--- src/design/bdl_pkg.sv ---
// Shared constants, types and helper functions of the binaural delay, lowpass and reverb block.
package bdl_pkg;

  localparam int SAMPLE_W     = 17;
  localparam int PCM_W        = 16;
  localparam int STATE_W      = 25;
  localparam int Q_FRAC       = 15;

  localparam int DELAY_DEPTH  = 128;
  localparam int MAX_DELAY    = 64;
  localparam int REVERB_DEPTH = 1024;
  localparam int DA_W         = $clog2(DELAY_DEPTH);
  localparam int RA_W         = $clog2(REVERB_DEPTH);
  localparam int RL_W         = $clog2(REVERB_DEPTH + 1);

  localparam int DELAY_W      = 7;
  localparam int COEF_W       = 16;
  localparam int LEVEL_W      = 15;
  localparam int LEN_W        = 10;
  localparam int CFG_ADDR_W   = 3;
  localparam int CFG_DATA_W   = 16;

  localparam int EAR_LAT      = 5;

  localparam logic [COEF_W-1:0]  COEF_ONE     = COEF_W'(1 << Q_FRAC);
  localparam logic [COEF_W-1:0]  COEF_RESET   = COEF_W'(19412);
  localparam logic [LEVEL_W-1:0] LEVEL_RESET  = LEVEL_W'(4915);
  localparam logic [LEN_W-1:0]   LENGTH_RESET = LEN_W'(512);

  localparam int PCM_MAX_I = (1 << (PCM_W - 1)) - 1;
  localparam logic signed [PCM_W+1:0] PCM_MAX = (PCM_W+2)'(PCM_MAX_I);
  localparam logic signed [PCM_W+1:0] PCM_MIN = (PCM_W+2)'(-PCM_MAX_I - 1);

  typedef enum logic [CFG_ADDR_W-1:0] {
    REG_EFFECT_ENABLE,
    REG_REVERB_ENABLE,
    REG_LEFT_DELAY,
    REG_RIGHT_DELAY,
    REG_LOWPASS_FEEDBACK,
    REG_REVERB_GAIN,
    REG_REVERB_LENGTH
  } cfg_reg_t;

  typedef enum logic [3:0] {
    ST_IDLE,
    ST_MOD,
    ST_MONO,
    ST_TAP,
    ST_EAR,
    ST_AVG,
    ST_MUL,
    ST_ACC,
    ST_MIX,
    ST_OUT
  } seq_state_t;

  function automatic logic signed [PCM_W-1:0] sat_pcm(input logic signed [PCM_W+1:0] v);
    if (v > PCM_MAX) return PCM_MAX[PCM_W-1:0];
    if (v < PCM_MIN) return PCM_MIN[PCM_W-1:0];
    return v[PCM_W-1:0];
  endfunction

endpackage

--- src/design/bdl_ear.sv ---
// One ear: one-pole lowpass with Q15 coefficients, then 4/5 output scaling and clamping.
module bdl_ear import bdl_pkg::*; (
  input  logic                    clk,
  input  logic                    rst,
  input  logic                    step,
  input  logic signed [PCM_W-1:0] tap,
  input  logic [COEF_W-1:0]       fb_coef,
  output logic                    done,
  output logic signed [PCM_W-1:0] value
);

  localparam int FF_PROD_W   = COEF_W + 2 + PCM_W;
  localparam int FB_PROD_W   = COEF_W + 1 + STATE_W;
  localparam int ACC_W       = FB_PROD_W + 1;
  localparam int LP_FRAC     = 8;
  localparam int SCALE_PRE   = 6;
  localparam int SCALE_ROUND = 160;
  localparam int SCALE_SHIFT = 21;
  localparam int X_W         = STATE_W - SCALE_PRE;
  localparam int RECIP_W     = 19;
  localparam int QP_W        = X_W + RECIP_W;
  localparam int QV_W        = QP_W - SCALE_SHIFT;
  localparam logic [RECIP_W-1:0] SCALE_RECIP = RECIP_W'(419431);
  localparam logic signed [ACC_W-1:0] LP_ROUND = ACC_W'(1 << (Q_FRAC - 1));

  logic [EAR_LAT-1:0]           pipe;
  logic [COEF_W:0]              ff_coef;
  logic signed [FF_PROD_W-1:0]  ff_prod;
  logic signed [FB_PROD_W-1:0]  fb_prod;
  logic signed [ACC_W-1:0]      acc;
  logic signed [ACC_W-1:0]      lp_full;
  logic signed [STATE_W-1:0]    lp_state;
  logic [STATE_W-1:0]           mag;
  logic [STATE_W-1:0]           ysum;
  logic [X_W-1:0]               x;
  logic                         neg1;
  logic                         neg2;
  logic [QP_W-1:0]              qprod;
  logic [QV_W-1:0]              qv;
  logic signed [PCM_W+1:0]      sval;

  assign ff_coef = (COEF_W+1)'(COEF_ONE) - (COEF_W+1)'(fb_coef);

  always_comb begin
    acc     = (ACC_W'(ff_prod) <<< LP_FRAC) + ACC_W'(fb_prod) + LP_ROUND;
    lp_full = acc >>> Q_FRAC;
    mag     = lp_state[STATE_W-1] ? STATE_W'(-lp_state) : STATE_W'(lp_state);
    ysum    = mag + STATE_W'(SCALE_ROUND);
    qv      = qprod[QP_W-1:SCALE_SHIFT];
    sval    = neg2 ? -$signed({1'b0, qv}) : $signed({1'b0, qv});
  end

  always_ff @(posedge clk) begin
    if (rst) begin
      pipe     <= '0;
      lp_state <= '0;
    end else begin
      pipe <= {pipe[EAR_LAT-2:0], step};
      if (pipe[0]) begin
        lp_state <= lp_full[STATE_W-1:0];
      end
    end
  end

  always_ff @(posedge clk) begin
    if (step) begin
      ff_prod <= $signed({1'b0, ff_coef}) * tap;
      fb_prod <= $signed({1'b0, fb_coef}) * lp_state;
    end
    if (pipe[1]) begin
      x    <= ysum[STATE_W-1:SCALE_PRE];
      neg1 <= lp_state[STATE_W-1];
    end
    if (pipe[2]) begin
      qprod <= x * SCALE_RECIP;
      neg2  <= neg1;
    end
    if (pipe[3]) begin
      value <= sat_pcm(sval);
    end
  end

  assign done = pipe[EAR_LAT-1];

endmodule

--- config.mk ---
export PLATFORM = sky130hd
export DESIGN_NAME = bdl_ear
export DESIGN_NICKNAME = d
export VERILOG_FILES = /design/src/design/bdl_pkg.sv /design/src/design/bdl_ear.sv
export SDC_FILE = /design/constraint.sdc
export NUM_CORES = 2
export LEC_CHECK = 0
export ABC_CLOCK_PERIOD_IN_PS = 19280
export BUFFER_PORTS_ARGS = -buffer_cell sky130_fd_sc_hd__buf_4
export CELL_PAD_IN_SITES_DETAIL_PLACEMENT = 1
export CELL_PAD_IN_SITES_GLOBAL_PLACEMENT = 1
export CORE_AREA = 8 8 263 265
export CTS_CLUSTER_SIZE = 28
export DETAILED_ROUTE_END_ITERATION = 10
export DIE_AREA = 0 0 271 273
export GPL_TIMING_DRIVEN = 0
export PLACE_DENSITY = 0.95
export SLEW_MARGIN = 30
export SYNTH_ARGS = -nofsm -noshare
export SYNTH_HDL_FRONTEND = slang
export SYNTH_SLANG_ARGS = --single-unit
export TNS_END_PERCENT = 50
--- constraint.sdc ---
create_clock -name clk -period 19.28 [get_ports clk]
set_input_delay 2.892 -clock clk [delete_from_list [all_inputs] [get_ports clk]]
set_output_delay 2.892 -clock clk [all_outputs]
set_load 0.005 [all_outputs]
---- After elaboration in Yosys (flattened, before gate mapping) ----
Index checks and enable logic that the tools add are counted.
word-level totals
  register bits after elaboration ......... 177
  output and inout port bits .............. 17
  word-level logic and storage cells ...... 31
operators by class
  add/subtract/negate cells ............... 6
  $mul .................................... 3
  magnitude comparators ................... 2
  muxes and demuxes ....................... 11
operators by type and width
  kind                    number
  $mux 16                 4
  $add 40x16->40 const B  1
  $add 40x40->40          1
  $mul 17x25->40          1
  $mul 19x19->38 const B  1
  $mul 18x16->32          1
  $add 25x8->25 const B   1
  $mux 25                 1
  $neg 25->25             1
  $gt 18x16->1 const B    1
  $lt 18x16->1 const B    1
  $mux 18                 1
  $neg 17->18             1
  $sub 16x16->17 const A  1
  $mux 1                  5

---- Depth between registers and ports, before layout ----
  word-level depth ........................ 9
  mapped depth ............................ 30
  depth with buffers taken out ............ 28

---- Worst setup path before layout ----
OpenSTA, ideal clock, no wires.
  path type ............................... input -> register
  start point ............................. input fb_coef[3]
  end point ............................... register ff_prod[24] (data pin)
  arrival time ............................ 10.309 ns
  data required time ...................... 19.085 ns
  path slack .............................. 8.776 ns
  cell stages on the path ................. 28
  buffers on the path ..................... 2
  cells stage by stage .................... clkbuf_1 nor3_1 nand3b_1 or3_1 or3b_2 nor3_1 xnor2_1 clkbuf_1 nand2_1 fa_1 fa_1 fa_1 inv_1 fa_1 fa_1 inv_1 fa_1 inv_1 ha_1 o21a_1 nor2_1 a21o_1 o31a_1 a21oi_1 o31a_1 o31ai_1 or4b_2 o311ai_0
on the way
  word-level cells in the longest chain between the ends .. 2
ends and longest elaborated chain
  what                  RTL line       text
  start, declared       bdl_ear.sv:7   input logic [COEF_W-1:0] fb_coef,
  $sub 16x16->17        bdl_ear.sv:42  assign ff_coef = (COEF_W+1)'(COEF_ONE) - (COEF_W+1)'(fb_coef);
  $mul 18x16->32        bdl_ear.sv:67  ff_prod <= $signed({1'b0, ff_coef}) * tap;
  end signal, assigned  bdl_ear.sv:67
  end, declared         bdl_ear.sv:28  logic signed [FF_PROD_W-1:0] ff_prod;
Every way passes these cells.
A chain may end at the register's enable or synchronous reset.

---- Worst setup path in the final report ----
  start point ............................. input fb_coef[4]
  end point ............................... register ff_prod[24] (data pin)
The elaborated chain is that of the path after synthesis.

==> flow_metrics.env <==
export IMPL_synth_top_area_cell="fa_1"
export IMPL_portBuffers=38
export IMPL_die_y_microns=273
export IMPL_hold_violations=0
export IMPL_synth_fp_nets=5078
export IMPL_timing_final_crit_share=0.673
export IMPL_synth_cell_type_count=75
export IMPL_cts_clk_slew_worst_paths_ns=0.09
export IMPL_clk_latency_ns=0.53
export IMPL_cp_top_family="adder cells"
export IMPL_fmax_mhz=77.0
export IMPL_ctsHtreeMaxLevel=4
export IMPL_worstSetupPathType="input pin to register"
export IMPL_required_ns=19.60
export IMPL_gp_congestion=0.973
export IMPL_critPathBufInv=5
export IMPL_die_x_microns=271
export IMPL_drt_initial_drc_count=4467
export IMPL_hp_class="register to register"
export IMPL_ys_flop_type="edfxtp_1"
export IMPL_start_util=0.562
export IMPL_routedWlPerCell_microns=35.2
export IMPL_vias=33634
export IMPL_cp_start_kind="input pin"
export IMPL_grt_pass1_wl_microns=245000
export IMPL_worstPathMaxFanout=11
export IMPL_cts_tree="built"
export IMPL_nNetsFinal=5137
export IMPL_slew_headroom=0.0247
export IMPL_synth_top_area_frac=0.394
export IMPL_setup_viol=0
export IMPL_rsz0062_at_grt="false"
export IMPL_critPathMaxStageDelay_ns=0.77
export IMPL_synth_seq_area_share=0.113
export IMPL_routed_via_density=6.92
export IMPL_grt_pass1_vias=38032
export IMPL_num_rows=94
export IMPL_routed_wl_microns=171000
export IMPL_die_area_sq_mm=0.0740
export IMPL_arrival_ns=13.30
export IMPL_status="complete, but fails checks"
export IMPL_postCtsHoldBufs=0
export IMPL_syn_instance_count=3894
export IMPL_tightest_slew_ns=1.46
export IMPL_synth_seq_cells=148
export IMPL_netlist_area_sq_mm=0.0366
export IMPL_grt_start_max_net_pins=66
export IMPL_yosysWarningCount=0
export IMPL_tns_ns=0
export IMPL_synth_edf_count=118
export IMPL_cp_common_cell="fa_1"
export IMPL_cts_buffers=17
export IMPL_synthTopCellsByArea="fa_1 (39%), ha_1 (15%), inv_1 (10%)"
export IMPL_post_route_drc_count=53
export IMPL_synth_async_reset_ratio=0
export IMPL_grt_overflow=0
export IMPL_endpoint_kind="register"
export IMPL_synth_common_cells="inv_1 (986), fa_1 (719), ha_1 (430), nand2_1 (430), and2_1 (282)"
export IMPL_clockBufferDepth=2
export IMPL_slowest_stage="xor2_1"
export IMPL_dr_pass1_iters=11
export IMPL_avgSynthCellArea_sq_um=9.39
export IMPL_fin_area_sq_mm=0.0386
export IMPL_antenna_left=0
export IMPL_clock_sinks=148
export IMPL_finClkSkew_ns=0.0450
export IMPL_core_sq_mm=0.0650
export IMPL_cts_root_buf="clkbuf_16"
export IMPL_dpl_cell_area_sq_mm=0.0379
export IMPL_syn2layout_area_growth_pct=5.72
export IMPL_drv_cap=0
export IMPL_post_cts_buffers=0
export IMPL_cts_resized=0
export IMPL_grt_antenna_before_repair=30
export IMPL_min_period_ns=12.98
export IMPL_drive_gt1_frac=0.0303
export IMPL_yosysMostFrequentCell="inv_1"
export IMPL_failed_checks="design-rule violations"
export IMPL_track_usage=0.452
export IMPL_dp_hpwl_microns=111000
export IMPL_slew_violations=0
export IMPL_pin_count=52
[state kept, by name, indices dropped and copies added, names as in the netlist, 5 cells and up]
name and cells:
qprod 17, x 19, lp_state 25, ff_prod 32
value 16, fb_prod 32, pipe 5
[placed cells by master, fill, tap and decap left out, drive strengths merged, types with 8 or more instances in the layout]
cell	Yosys	final
nor4	8	8
nand4	13	13
o31ai	10	10
fa	719	719
o21bai	14	14
a211oi	8	8
nor3	34	34
ha	430	430
nand3	28	28
diode	0	29
clkbuf	124	141
inv	986	995
xor2	56	56
and3	8	8
nor2b	12	12
nor2	95	95
or3	15	15
buf	23	63
and2	282	282
nand2b	14	14
mux2i	15	15
a21o	31	31
a21oi	97	97
edfxtp	118	118
nand2	430	430
dfxtp	30	30
xnor2	107	107
o21a	22	22
o21ai	62	62
[cell families after synthesis]
kind of cell / after synthesis / share of synthesized area
buffers and inverters: 1133 / 0.116
flip-flops: 148 / 0.113
AND/OR/NAND/NOR: 969 / 0.130
multiplexers: 17 / 0.00472
XOR/XNOR: 163 / 0.0391
AO/OA/AOI/OAI: 315 / 0.0559
adder cells (fa/ha/maj): 1149 / 0.541
[area by class of cell]
cell class | instances | area, sq um
inverters | 986 | 3700
clock inverters | 15 | 140
well taps | 864 | 1080
repair buffers | 40 | 304
flip-flops and latches | 148 | 4150
fillers | 7286 | 26400
diodes | 29 | 72.6
plain buffers | 147 | 573
clock buffers | 17 | 425
multi-input cells | 2613 | 28200
[stage by stage]
stage                      util  cells  hold WS, ns  setup WS (ns)
after floorplan               -   3894        0.400           8.78
after global placement    0.583   4796        0.403           7.54
after detailed placement  0.583   4796        0.444           6.93
after CTS                 0.592   4828        0.461           6.91
after global routing      0.593   4837        0.475           5.93
final                     0.594   4859        0.475           6.30
[per-layer routing]
metal  wire, microns  vias up  track usage
met2           73300     3729        0.683
met3           25600     1858        0.241
met1           48900    16090        0.431
met5             531        -      0.00855
met4           22800       30        0.445
li1                -    11927            -
[worst paths after layout]
check / start / end / slack (ns) / cells past startpoint
setup / recovery: fb_coef[4] / ff_prod[24]$_DFFE_PP_ / 6.30 / 28
hold / removal: neg1$_DFFE_PP_ / neg2$_DFFE_PP_ / 0.48 / 0
setup reg to reg: lp_state[24]$_SDFFE_PP0P_ / fb_prod[39]$_DFFE_PP_ / 8.60 / 25
hold reg to reg: neg1$_DFFE_PP_ / neg2$_DFFE_PP_ / 0.48 / 0
Power is left out: the tool's default activity adds up to more than one toggle a clock period on the data nets, which glitch-free logic cannot reach.
